## config.mk

```make
export PLATFORM = sky130hd
export DESIGN_NAME = three_level_stable_priority_queue
export DESIGN_NICKNAME = d
export VERILOG_FILES = /design/src/design/tspq_pkg.sv /design/src/design/tspq_ram.sv /design/src/design/tspq_dp.sv /design/src/design/tspq_ctrl.sv /design/src/design/three_level_stable_priority_queue.sv
export SDC_FILE = /design/constraint.sdc
export NUM_CORES = 2
export LEC_CHECK = 0
export BUFFER_PORTS_ARGS = -buffer_cell sky130_fd_sc_hd__buf_2
export CORE_MARGIN = 2
export CORE_UTILIZATION = 60
export CTS_CLUSTER_SIZE = 40
export DETAILED_ROUTE_END_ITERATION = 7
export PLACE_DENSITY = 0.74
export SLEW_MARGIN = 20
export SYNTH_ARGS = -nofsm -noshare
export SYNTH_HDL_FRONTEND = slang
export SYNTH_SLANG_ARGS = --single-unit
```

## constraint.sdc

```tcl
create_clock -name i_clk -period 20.6 [get_ports i_clk]
set_input_delay 2.06 -clock i_clk [delete_from_list [all_inputs] [get_ports i_clk]]
set_output_delay 2.06 -clock i_clk [all_outputs]
set_load 0.05 [all_outputs]
```

## src/design/tspq_pkg.sv

```systemverilog
// Shared types and codes for the three-level stable priority queue.
// No dependencies; used by every module of the block but tspq_ram.
package tspq_pkg;

    localparam logic [1:0] OP_INSERT = 2'd0;
    localparam logic [1:0] OP_APPEND = 2'd1;
    localparam logic [1:0] OP_POP    = 2'd2;
    localparam logic [1:0] OP_REMOVE = 2'd3;

    localparam logic [1:0] ST_DONE  = 2'd0;
    localparam logic [1:0] ST_FULL  = 2'd1;
    localparam logic [1:0] ST_EMPTY = 2'd2;

    localparam logic [1:0] LVL_LOW     = 2'd2;
    localparam logic [1:0] LVL_INVALID = 2'd3;

    typedef struct packed {
        logic [1:0]  operation;
        logic [15:0] entry_id;
        logic [31:0] payload_handle;
        logic [1:0]  priority_level;
    } t_in_item;

    typedef struct packed {
        logic        head_valid;
        logic [15:0] head_id;
        logic [31:0] head_handle;
        logic [1:0]  head_level;
        logic [5:0]  entry_count;
        logic [1:0]  status;
    } t_out_item;

    typedef struct packed {
        logic [15:0] id;
        logic [31:0] handle;
        logic [1:0]  level;
    } t_entry;

    typedef struct packed {
        logic load;
        logic pop;
        logic walk_start;
        logic rd_issue;
        logic proc;
        logic walk_end;
        logic append;
        logic head_rd;
        logic out_load;
        logic flag_full;
        logic flag_empty;
    } t_dp_cmd;

    typedef struct packed {
        logic [1:0] op;
        logic       full;
        logic       empty;
        logic       walk_done;
        logic       inserted;
        logic       ins_now;
    } t_dp_sts;

endpackage

```

## src/design/tspq_ram.sv

```systemverilog
// Generic single-write, single-read RAM with registered read data.
// No dependencies.
module tspq_ram #(
    parameter int WIDTH = 50,
    parameter int DEPTH = 32
) (
    input  logic                     i_clk,
    input  logic                     i_we,
    input  logic [$clog2(DEPTH)-1:0] i_waddr,
    input  logic [WIDTH-1:0]         i_wdata,
    input  logic                     i_re,
    input  logic [$clog2(DEPTH)-1:0] i_raddr,
    output logic [WIDTH-1:0]         o_rdata
);

    logic [WIDTH-1:0] r_mem [DEPTH];
    logic [WIDTH-1:0] r_rdata;

    always_ff @(posedge i_clk) begin
        if (i_we) begin
            r_mem[i_waddr] <= i_wdata;
        end
        if (i_re) begin
            r_rdata <= r_mem[i_raddr];
        end
    end

    assign o_rdata = r_rdata;

endmodule

```

## src/design/tspq_dp.sv

```systemverilog
// Datapath: circular entry store, head/count pointers, walk registers, result register.
// Depends on tspq_pkg and tspq_ram; driven by commands from tspq_ctrl.
module tspq_dp #(
    parameter int DEPTH = 32
) (
    input  logic                i_clk,
    input  logic                i_rst_n,
    input  tspq_pkg::t_in_item  i_item,
    input  tspq_pkg::t_dp_cmd   i_cmd,
    output tspq_pkg::t_dp_sts   o_sts,
    output tspq_pkg::t_out_item o_item
);

    localparam int AW = $clog2(DEPTH);
    localparam int CW = $clog2(DEPTH + 1);
    localparam int SW = CW + 1;
    localparam int EW = CW + 6;
    localparam int DW = $bits(tspq_pkg::t_entry);

    function automatic logic [AW-1:0] f_inc(input logic [AW-1:0] p);
        f_inc = (p == AW'(DEPTH - 1)) ? '0 : p + 1'b1;
    endfunction

    logic [AW-1:0] r_head, n_head;
    logic [CW-1:0] r_count, n_count;
    logic [AW-1:0] r_rd, n_rd;
    logic [AW-1:0] r_wr, n_wr;
    logic [AW-1:0] r_base, n_base;
    logic [CW-1:0] r_left, n_left;
    logic [CW-1:0] r_wcnt, n_wcnt;
    logic          r_ins, n_ins;
    logic [1:0]    r_op;
    logic [1:0]    r_status;
    tspq_pkg::t_entry    r_key;
    tspq_pkg::t_out_item r_out;

    logic [SW-1:0]    tail_sum;
    logic [AW-1:0]    tail;
    logic [DW-1:0]    rdata;
    tspq_pkg::t_entry rentry;
    logic             ins_now;
    logic             keep;
    logic             wr_en;
    logic [AW-1:0]    waddr;
    tspq_pkg::t_entry wentry;
    logic             re;
    logic [AW-1:0]    raddr;
    logic [EW-1:0]    cnt_ext;
    logic [1:0]       in_level;

    assign tail_sum = SW'(r_head) + SW'(r_count);
    assign tail     = (tail_sum >= SW'(DEPTH)) ? AW'(tail_sum - SW'(DEPTH)) : AW'(tail_sum);
    assign rentry   = tspq_pkg::t_entry'(rdata);

    assign ins_now = (r_op == tspq_pkg::OP_INSERT) && !r_ins && (rentry.level > r_key.level);
    assign keep    = (r_op == tspq_pkg::OP_INSERT) || (rentry.id != r_key.id);

    assign wr_en  = i_cmd.append || (i_cmd.proc && (ins_now || keep));
    assign waddr  = i_cmd.append ? tail : r_wr;
    assign wentry = (i_cmd.append || ins_now) ? r_key : rentry;
    assign re     = i_cmd.rd_issue || i_cmd.head_rd;
    assign raddr  = i_cmd.head_rd ? r_head : r_rd;

    assign in_level = (i_item.priority_level == tspq_pkg::LVL_INVALID) ?
                      tspq_pkg::LVL_LOW : i_item.priority_level;
    assign cnt_ext  = EW'(r_count);

    tspq_ram #(
        .WIDTH (DW),
        .DEPTH (DEPTH)
    ) u_ram (
        .i_clk   (i_clk),
        .i_we    (wr_en),
        .i_waddr (waddr),
        .i_wdata (DW'(wentry)),
        .i_re    (re),
        .i_raddr (raddr),
        .o_rdata (rdata)
    );

    always_comb begin
        n_head  = r_head;
        n_count = r_count;
        n_rd    = r_rd;
        n_wr    = r_wr;
        n_base  = r_base;
        n_left  = r_left;
        n_wcnt  = r_wcnt;
        n_ins   = r_ins;
        if (i_cmd.pop) begin
            n_head  = f_inc(r_head);
            n_count = r_count - 1'b1;
        end
        if (i_cmd.walk_start) begin
            n_rd   = r_head;
            n_wr   = tail;
            n_base = tail;
            n_left = r_count;
            n_wcnt = '0;
            n_ins  = 1'b0;
        end
        if (i_cmd.rd_issue) begin
            n_rd   = f_inc(r_rd);
            n_left = r_left - 1'b1;
        end
        if (i_cmd.proc && (ins_now || keep)) begin
            n_wr   = f_inc(r_wr);
            n_wcnt = r_wcnt + 1'b1;
            if (ins_now) begin
                n_ins = 1'b1;
            end
        end
        if (i_cmd.walk_end) begin
            n_head  = r_base;
            n_count = r_wcnt;
        end
        if (i_cmd.append) begin
            n_count = r_count + 1'b1;
        end
    end

    always_ff @(posedge i_clk) begin
        if (!i_rst_n) begin
            r_head  <= '0;
            r_count <= '0;
            r_left  <= '0;
            r_wcnt  <= '0;
            r_ins   <= 1'b0;
        end else begin
            r_head  <= n_head;
            r_count <= n_count;
            r_left  <= n_left;
            r_wcnt  <= n_wcnt;
            r_ins   <= n_ins;
        end
    end

    always_ff @(posedge i_clk) begin
        r_rd   <= n_rd;
        r_wr   <= n_wr;
        r_base <= n_base;
        if (i_cmd.load) begin
            r_op         <= i_item.operation;
            r_key.id     <= i_item.entry_id;
            r_key.handle <= i_item.payload_handle;
            r_key.level  <= in_level;
            r_status     <= tspq_pkg::ST_DONE;
        end
        if (i_cmd.flag_full) begin
            r_status <= tspq_pkg::ST_FULL;
        end
        if (i_cmd.flag_empty) begin
            r_status <= tspq_pkg::ST_EMPTY;
        end
        if (i_cmd.out_load) begin
            r_out.head_valid  <= (r_count != '0);
            r_out.head_id     <= (r_count != '0) ? rentry.id : '0;
            r_out.head_handle <= (r_count != '0) ? rentry.handle : '0;
            r_out.head_level  <= (r_count != '0) ? rentry.level : '0;
            r_out.entry_count <= cnt_ext[5:0];
            r_out.status      <= r_status;
        end
    end

    assign o_sts.op        = r_op;
    assign o_sts.full      = (r_count == CW'(DEPTH));
    assign o_sts.empty     = (r_count == '0);
    assign o_sts.walk_done = (r_left == '0);
    assign o_sts.inserted  = r_ins;
    assign o_sts.ins_now   = ins_now;
    assign o_item          = r_out;

endmodule

```

## src/design/tspq_ctrl.sv

```systemverilog
// Controller: sequences each queue command and runs the input and output handshakes.
// Depends on tspq_pkg; drives tspq_dp through a command struct.
module tspq_ctrl (
    input  logic              i_clk,
    input  logic              i_rst_n,
    input  logic              i_in_valid,
    output logic              o_in_ready,
    output logic              o_out_valid,
    input  logic              i_out_ready,
    input  tspq_pkg::t_dp_sts i_sts,
    output tspq_pkg::t_dp_cmd o_cmd
);

    localparam logic [2:0] S_IDLE   = 3'd0;
    localparam logic [2:0] S_DECODE = 3'd1;
    localparam logic [2:0] S_RD     = 3'd2;
    localparam logic [2:0] S_PROC   = 3'd3;
    localparam logic [2:0] S_APPEND = 3'd4;
    localparam logic [2:0] S_HEAD   = 3'd5;
    localparam logic [2:0] S_DONE   = 3'd6;

    logic [2:0] r_state, n_state;
    logic       r_out_valid, n_out_valid;

    always_comb begin
        n_state = r_state;
        o_cmd   = '0;
        case (r_state)
            S_IDLE: begin
                if (i_in_valid) begin
                    o_cmd.load = 1'b1;
                    n_state    = S_DECODE;
                end
            end
            S_DECODE: begin
                case (i_sts.op)
                    tspq_pkg::OP_INSERT, tspq_pkg::OP_APPEND: begin
                        if (i_sts.full) begin
                            o_cmd.flag_full = 1'b1;
                            n_state         = S_HEAD;
                        end else if (i_sts.op == tspq_pkg::OP_APPEND || i_sts.empty) begin
                            n_state = S_APPEND;
                        end else begin
                            o_cmd.walk_start = 1'b1;
                            n_state          = S_RD;
                        end
                    end
                    tspq_pkg::OP_POP: begin
                        if (i_sts.empty) begin
                            o_cmd.flag_empty = 1'b1;
                        end else begin
                            o_cmd.pop = 1'b1;
                        end
                        n_state = S_HEAD;
                    end
                    default: begin
                        if (i_sts.empty) begin
                            n_state = S_HEAD;
                        end else begin
                            o_cmd.walk_start = 1'b1;
                            n_state          = S_RD;
                        end
                    end
                endcase
            end
            S_RD: begin
                if (i_sts.walk_done) begin
                    o_cmd.walk_end = 1'b1;
                    if (i_sts.op == tspq_pkg::OP_INSERT && !i_sts.inserted) begin
                        n_state = S_APPEND;
                    end else begin
                        n_state = S_HEAD;
                    end
                end else begin
                    o_cmd.rd_issue = 1'b1;
                    n_state        = S_PROC;
                end
            end
            S_PROC: begin
                // new entry goes first; the read entry is written on the next pass
                o_cmd.proc = 1'b1;
                if (!i_sts.ins_now) begin
                    n_state = S_RD;
                end
            end
            S_APPEND: begin
                o_cmd.append = 1'b1;
                n_state      = S_HEAD;
            end
            S_HEAD: begin
                o_cmd.head_rd = 1'b1;
                n_state       = S_DONE;
            end
            S_DONE: begin
                if (!r_out_valid || i_out_ready) begin
                    o_cmd.out_load = 1'b1;
                    n_state        = S_IDLE;
                end
            end
            default: begin
                n_state = S_IDLE;
            end
        endcase
    end

    always_comb begin
        n_out_valid = r_out_valid;
        if (o_cmd.out_load) begin
            n_out_valid = 1'b1;
        end else if (r_out_valid && i_out_ready) begin
            n_out_valid = 1'b0;
        end
    end

    always_ff @(posedge i_clk) begin
        if (!i_rst_n) begin
            r_state     <= S_IDLE;
            r_out_valid <= 1'b0;
        end else begin
            r_state     <= n_state;
            r_out_valid <= n_out_valid;
        end
    end

    assign o_in_ready  = (r_state == S_IDLE);
    assign o_out_valid = r_out_valid;

endmodule

```

## src/design/three_level_stable_priority_queue.sv

```systemverilog
// Three-level stable priority queue: one item in, one result out, holding up to DEPTH
// entries in a circular RAM. Append, pop, remove on an empty store and the full/empty
// error cases need no walk. Priority insert and remove-by-id rotate every held entry
// once through the single-port-pair RAM (read, then write back), and insert also writes
// the new entry, mid-queue or at the tail; an insert into an empty store runs as a
// plain append. The result register lets the next item enter while the last result
// waits to be taken. No clearing pass is needed after reset.
// Depends on tspq_pkg, tspq_ctrl, tspq_dp and tspq_ram.
module three_level_stable_priority_queue #(
    parameter int DEPTH = 32
) (
    input  logic                i_clk,
    input  logic                i_rst_n,
    input  logic                i_in_valid,
    output logic                o_in_ready,
    input  tspq_pkg::t_in_item  i_in_item,
    output logic                o_out_valid,
    input  logic                i_out_ready,
    output tspq_pkg::t_out_item o_out_item
);

    tspq_pkg::t_dp_cmd dp_cmd;
    tspq_pkg::t_dp_sts dp_sts;

    tspq_ctrl u_ctrl (
        .i_clk       (i_clk),
        .i_rst_n     (i_rst_n),
        .i_in_valid  (i_in_valid),
        .o_in_ready  (o_in_ready),
        .o_out_valid (o_out_valid),
        .i_out_ready (i_out_ready),
        .i_sts       (dp_sts),
        .o_cmd       (dp_cmd)
    );

    tspq_dp #(
        .DEPTH (DEPTH)
    ) u_dp (
        .i_clk   (i_clk),
        .i_rst_n (i_rst_n),
        .i_item  (i_in_item),
        .i_cmd   (dp_cmd),
        .o_sts   (dp_sts),
        .o_item  (o_out_item)
    );

    a_busy_after_accept: assert property (@(posedge i_clk) disable iff (!i_rst_n)
        (i_in_valid && o_in_ready) |=> !o_in_ready)
        else $error("controller took a second item before finishing the first");

    a_result_after_work: assert property (@(posedge i_clk) disable iff (!i_rst_n)
        $rose(o_out_valid) |-> !$past(o_in_ready))
        else $error("result appeared without an item in progress");

    a_full_flag_count: assert property (@(posedge i_clk) disable iff (!i_rst_n)
        (o_out_valid && o_out_item.status == tspq_pkg::ST_FULL) |->
        (DEPTH > 63 || o_out_item.entry_count == 6'(DEPTH)))
        else $error("insert dropped while store not full");

    a_head_matches_count: assert property (@(posedge i_clk) disable iff (!i_rst_n)
        o_out_valid |->
        (DEPTH > 63 || o_out_item.head_valid == (o_out_item.entry_count != 6'd0)))
        else $error("head valid disagrees with entry count");

endmodule

```

Word-level counts from Yosys, hierarchy flattened
Memories as Yosys holds them, arrays and structs flattened. A register that Yosys moved wholly into a read port is not among the register bits. Cells that the tools add are included.

$add $sub $neg: 9. Order comparisons: 2. Eq/ne operators: 17. Mux-type cells: 61. Reduce and logical (&&, ||, !) cells: 26.

Operators with widths (number): 2-to-1 mux 5 bit (12); 2-to-1 mux 50 bit (1); 2-to-1 mux 6 bit (7); 2-to-1 mux 1 bit (27); 2-to-1 mux 3 bit (7); one-hot mux 3 bit (7 select lines) (1); inequality test 16 bit (1); adder 5 x 1 -> 5 bit (second input constant) (3); == test 5 bit (second input constant) (3); adder 6 x 1 -> 6 bit (second input constant) (2); zero test 6 bit (2); subtractor 6 x 1 -> 6 bit (second input constant) (2); nonzero test 2 bit (5); == test 3 bit (second input constant) (3); 2-to-1 mux 2 bit (4); adder 5 x 6 -> 7 bit (1); greater-or-equal comparator 7 x 6 -> 1 bit (second input constant) (1); logical OR 1 bit (7); == test 3 x 2 -> 1 bit (second input constant) (2); == test 6 bit (second input constant) (1); one-hot mux 3 bit (2 select lines) (1); nonzero test 6 bit (1); subtractor 5 x 1 -> 5 bit (second input constant) (1); == test 2 bit (second input constant) (2); other kinds (13) (18).

Bits in registers: 156. Memory bits (writable): 1600. Input port bits: 56. Output and inout bits: 61. Memories kept: 1.

Memories: u_dp.u_ram.r_mem (depth 32, width 50, rd ports 1, clocked after memory_dff 1, wr ports 1, RTL line tspq_ram.sv:16) `logic [WIDTH-1:0] r_mem [DEPTH];`.

Longest topological paths before layout
Depth after elaboration: 9. Mapped depth: 12. Mapped depth without buffers: 10.

Cells and area by module
A second synthesis with hierarchy kept.

Cell total of the unflattened synthesis: 4108. Area total of the unflattened synthesis: 71308.4 um^2.

By module, submodules not included: tspq_ram (times used 1, cells each 3504, area each 63748.6 um^2); tspq_dp (times used 1, cells each 552, area each 7158.1 um^2); tspq_ctrl (times used 1, cells each 52, area each 401.6 um^2).

Least setup slack after synthesis
Ideal clock, no wire load.

Path type: register to register. From: reg u_dp.r_head[1]. To: mem u_dp.u_ram.r_mem[20][0] (enable). Arrival: 7032 ps. Data required time: 20018 ps. Path slack: 12986 ps. Stages on the path, launching flop included: 10. Buffers on the path: 3. Cells stage by stage: dfxtp_1 > buf_2 > buf_2 > buf_2 > inv_1 > fa_1 > xnor2_1 > nand2_1 > o21ai_0 > nor4bb_1.

Cells in the longest elaborated chain, start to end: 4. Elaborated cells on any way between the ends: 5. Those cells by class: 2 x add/sub; 1 x order compare; 2 x mux.

Ends and longest elaborated chain: start: declaration (RTL line tspq_dp.sv:24) `logic [AW-1:0] r_head, n_head;`; start signal: assignment (RTL line tspq_dp.sv:130) `r_head <= n_head;`; adder 5 x 6 -> 7 bit (*) (RTL line tspq_dp.sv:51) `assign tail_sum = SW'(r_head) + SW'(r_count);`; greater-or-equal comparator 7 x 6 -> 1 bit or subtractor 5 x 1 -> 5 bit (tied branches) (RTL line tspq_dp.sv:52) `assign tail = (tail_sum >= SW'(DEPTH)) ? AW'(tail_sum - SW'(DEPTH)) : AW'(tail_sum);`; 2-to-1 mux 5 bit (*) (RTL line tspq_dp.sv:52); via u_dp.tail[2] (RTL line tspq_dp.sv:38) `logic [AW-1:0] tail;`; 2-to-1 mux 5 bit (*) (RTL line tspq_dp.sv:59) `assign waddr = i_cmd.append ? tail : r_wr;`; end: declaration (RTL line tspq_ram.sv:16).

Mark *: on every way through the listed nets, which the timed path passes. The rest lies on a longest branch.

Worst setup path in the final report
From: reg u_dp.r_rd[1]. To: reg u_dp.u_ram.r_rdata[46], in the netlist u_dp.u_ram.o_rdata[46] (read register of u_dp.u_ram.r_mem), data pin.

Cells in the longest elaborated chain, start to end: 1.

Ends and longest elaborated chain: start: declaration (RTL line tspq_dp.sv:26) `logic [AW-1:0] r_rd, n_rd;`; start signal: assignment (RTL line tspq_dp.sv:139) `r_rd <= n_rd;`; 2-to-1 mux 5 bit (RTL line tspq_dp.sv:62) `assign raddr = i_cmd.head_rd ? r_head : r_rd;`; end: declaration (RTL line tspq_ram.sv:17) `logic [WIDTH-1:0] r_rdata;`.

No other way between the ends. A chain may end at the register's enable or synchronous reset.

==> reports/results.tsv <==
stage	metric	value	unit
outcome	outcome	completed	
route	Antenna Nets Post-Route	0	
route	metal2 WL	98200	um
layout	sequential cell area	0.0539	mm2
logic_synthesis	synth warn	0	
critical_path	Arrival @ worst endpoint	6.19	ns
cts	htree depth	4	
logic_synthesis	sequential fraction of the synthesis area	70.2	%
logic_synthesis	top cells by area, synth	edfxtp_1 69%, mux4_2 11%, nand2_1 4.0%, a32oi_1 2.1%, mux2i_1 1.9%	
timing	fin crit share	27.6	%
cts	clock slew at the register clock pins of the worst setup and hold paths	0.06	ns
timing	Final Skew	0.0265	ns
critical_path	worst r2r src	u_dp.r_rd[1]	
pwr	Logic pwr share	13.9	%
cts	Clock Sinks	1806	
logic_synthesis	Synth Instances	4664	
route	vias per inst	7.05	
cts	cts hold-fix bufs	0	
critical_path	worst path required time	21.10	ns
logic_synthesis	syn_nets	4737	
layout	fraction of layout cells with a size suffix above 1	19.8	%
place	Placed Cells	6225	
global_route	initial antenna violation count	7	
logic_synthesis	Primary FF master, synth	edfxtp_1	
pwr	Pleak	27.0	nW
timing	Final WS setup	14.92	ns
route	DR DRC count	0	
timing	Slew headroom	22.5	%
layout	Final Core Density	66.4	%
global_route	vias in the first global route	44800	
pwr	pwr/cell area	104	mW/mm2
cts	Root Driver	clkbuf_16	
layout	post-layout net count	4817	
critical_path	FF-to-FF path depth	9	
place	DP HPWL	112000	um
timing	achievable clock frequency	176	MHz
hold_path	Min-Delay Startpoint	u_dp.r_status[1]	
critical_path	Startpoint Class	flip-flop	
route	Top Metal Used	met5	
timing	RSZ-0062 raised after global routing	no	
logic_synthesis	synthesized flop and latch total	1806	
global_route	gr ovfl total	0	
place	pre-CTS WS	14.77	ns
logic_synthesis	dominant cell type by area after synthesis	edfxtp_1	
route	met1 WL	77300	um
timing	Hold Fails Final Rpt	0	
pwr	internal power	6.45	mW
timing	Worst-Margin Slew	1.16	ns
critical_path	Critical Path Fanout Max	46	
logic_synthesis	post-synth top area share	69.4	%
cts	setup bufs post-CTS	0	
flow_run	maxcap violations	0	
pwr	sequential power share	51.5	%
hold_path	Hold Path Cell Cnt	0	
logic_synthesis	post-synthesis instance area	0.0768	mm2
pwr	Worst VDD drop	0.0000906	V
pwr	Clock Power Share	34.5	%
layout	fin cells	6542	
die	row count	131	
route	routed vias	46100	
route	Met3 Wirelength	26200	um
pwr	Net Sw Frac	26.3	%
die	Die Ht	362	um
route	WL/cell	32.0	um
timing	Setup Viol. Count Final	0	
die	Initial Util	60.3	%
route	Total Wirelength	209000	um
critical_path	Critical Path Sink Type	flip-flop	
cts	Longest Clk Path Bufs	3	
layout	Multi-input gate area	0.0216	mm2
route	First DRT Iteration DRCs	7296	
layout	Synth-to-Final Area Change	10.1	%
logic_synthesis	Post-synth EDFFs	1776	
global_route	largest net degree at the start of global routing	152	
critical_path	worst setup path start	u_dp.r_rd[1]	
cts	CTS tree	yes	
global_route	first-pass GRT wire length	303000	um
cts	Worst-Skew Late Latency	0.80	ns
die	core area	0.127	mm2
layout	Fillers	8339	
critical_path	critical path type	flip-flop to flip-flop	
die	DIE WIDTH	362	um
die	die area	0.131	mm2
route	TritonRoute pass-1 iters	6	
timing	Slew Viols, Final	0	
timing	Tmin final	5.68	ns
logic_synthesis	asr flop ratio synth	0	%
cts	total CTS buffers	178	
hold_path	hold crit path type	flip-flop to flip-flop	
logic_synthesis	Syn Area/Cell	16.5	um2
pwr	total chip power	8.76	mW
global_route	total track usage	32.0	%
die	IO Pins	117	
place	GP Congestion	0.843	
timing	setup_tns	0	ns
pwr	Psw	2.31	mW
cts	Post-CTS Resized	0	
logic_synthesis	Synth cell types	81	
place	number of port buffers	116	
==> layer usage <==
| metal | vias up | global-route usage [%] |
|---|---|---|
| met1 | 23500 | 45.4 |
| met5 | - | 0 |
| met3 | 466 | 7.06 |
| met4 | 2 | 11.3 |
| li1 | 18800 | - |
| met2 | 3345 | 49.7 |
==> flip-flops by register name, indices dropped and copies added, names as in the netlist, 5 cells and up <==
signal              flops
u_dp.r_key             50
u_dp.r_count            6
u_dp.o_item            59
u_dp.r_left             6
u_dp.r_head             5
u_dp.u_ram.r_mem     1600
u_dp.u_ram.o_rdata     50
u_dp.r_wcnt             6
u_dp.r_base             5
u_dp.r_rd               5
u_dp.r_wr               5
==> power by group through the flow <==
stage	registers (mW)	clock network, mW	logic [mW]
floorplan	4.54	0	0.785
global placement	4.58	0	1.17
detailed placement	4.59	0	1.20
CTS	4.51	3.05	1.20
global route	4.52	3.19	1.30
finish	4.51	3.03	1.22
==> cells in the mapped netlist, drive strengths merged, types with 70 or more instances <==
library cell and instances:
a21oi 72, nor2 77, mux2 70, a32oi 180
edfxtp 1776, clkbuf 169, o21ai 120, buf 152
mux4 386, mux2i 146, nand3 150, nand2 828
==> layout by cell type (no fill, tap or decap), types with 9 or more instances in the layout <==
cell type  instances
nand4_1           57
a32oi_1          180
a21oi_1           68
and3_1             9
xor2_1            18
clkbuf_1          56
a2bb2oi_1         14
dfxtp_1           28
mux2i_1          146
mux2_2            70
nor4_1            20
inv_1             19
a211o_1           14
mux4_2           386
buf_4             99
nor2_4            31
edfxtp_1        1776
nand3_1          149
o22ai_1           16
a31oi_1           35
nor3_1            22
and2_1            57
a211oi_1          37
clkbuf_16        182
nor2b_1           24
o21ai_0          111
clkinv_2          19
clkinv_1          44
buf_2            116
nand2_1          825
a311oi_1          21
nor2_1            45
ha_1              16
xnor2_1           12
==> final timing paths <==
| path | end | slack, ns |
|---|---|---|
| setup / recovery | u_dp.u_ram.o_rdata[46] | 14.92 |
| hold / removal | u_dp.o_item[1] | 0.44 |
| setup reg to reg | u_dp.u_ram.o_rdata[46] | 14.92 |
| hold reg to reg | u_dp.o_item[1] | 0.44 |
==> cell families (layout without fill, tap and decap cells) <==
family	Yosys count	count (layout)	share of synthesized area [%]
buffers and inverters	344	559	2.09
and+or+nand+nor	1297	1297	7.46
adders and majority gates	17	17	0.287
muxes	602	602	14.2
DFF	1806	1806	70.2
xor gates and xnor gates	30	30	0.342
AOI/OAI and AO/OA	568	568	5.35
other	0	1	0
==> critical path, cell delays in order, from the launching register on <==
cell and delay, ns:
edfxtp_1 0.96, buf_4 0.80, buf_4 0.86, buf_4 0.77
buf_4 0.71, mux4_2 0.60, a22oi_1 0.23, a32oi_1 0.11
nand4_1 0.20, a311oi_1 0.06
==> final cells by class <==
class | count | share of cell area (%)
Antenna cell | 1 | 0.00296
Clock buffer | 238 | 5.64
Clock inverter | 77 | 0.659
Inverter | 23 | 0.107
Multi-Input combinational cell | 2514 | 25.6
Sequential cell | 1806 | 63.8
Tap cell | 1662 | 2.46
Timing Repair Buffer | 221 | 1.72
==> stage by stage <==
stage | area, um2 | hold WS (ns)
floorplan | 76800 | 0.406
global placement | 79200 | 0.421
detailed placement | 79200 | 0.424
CTS | 84500 | 0.439
global route | 84500 | 0.465
finish | 84500 | 0.439
(Power assumes the default switching activity.)
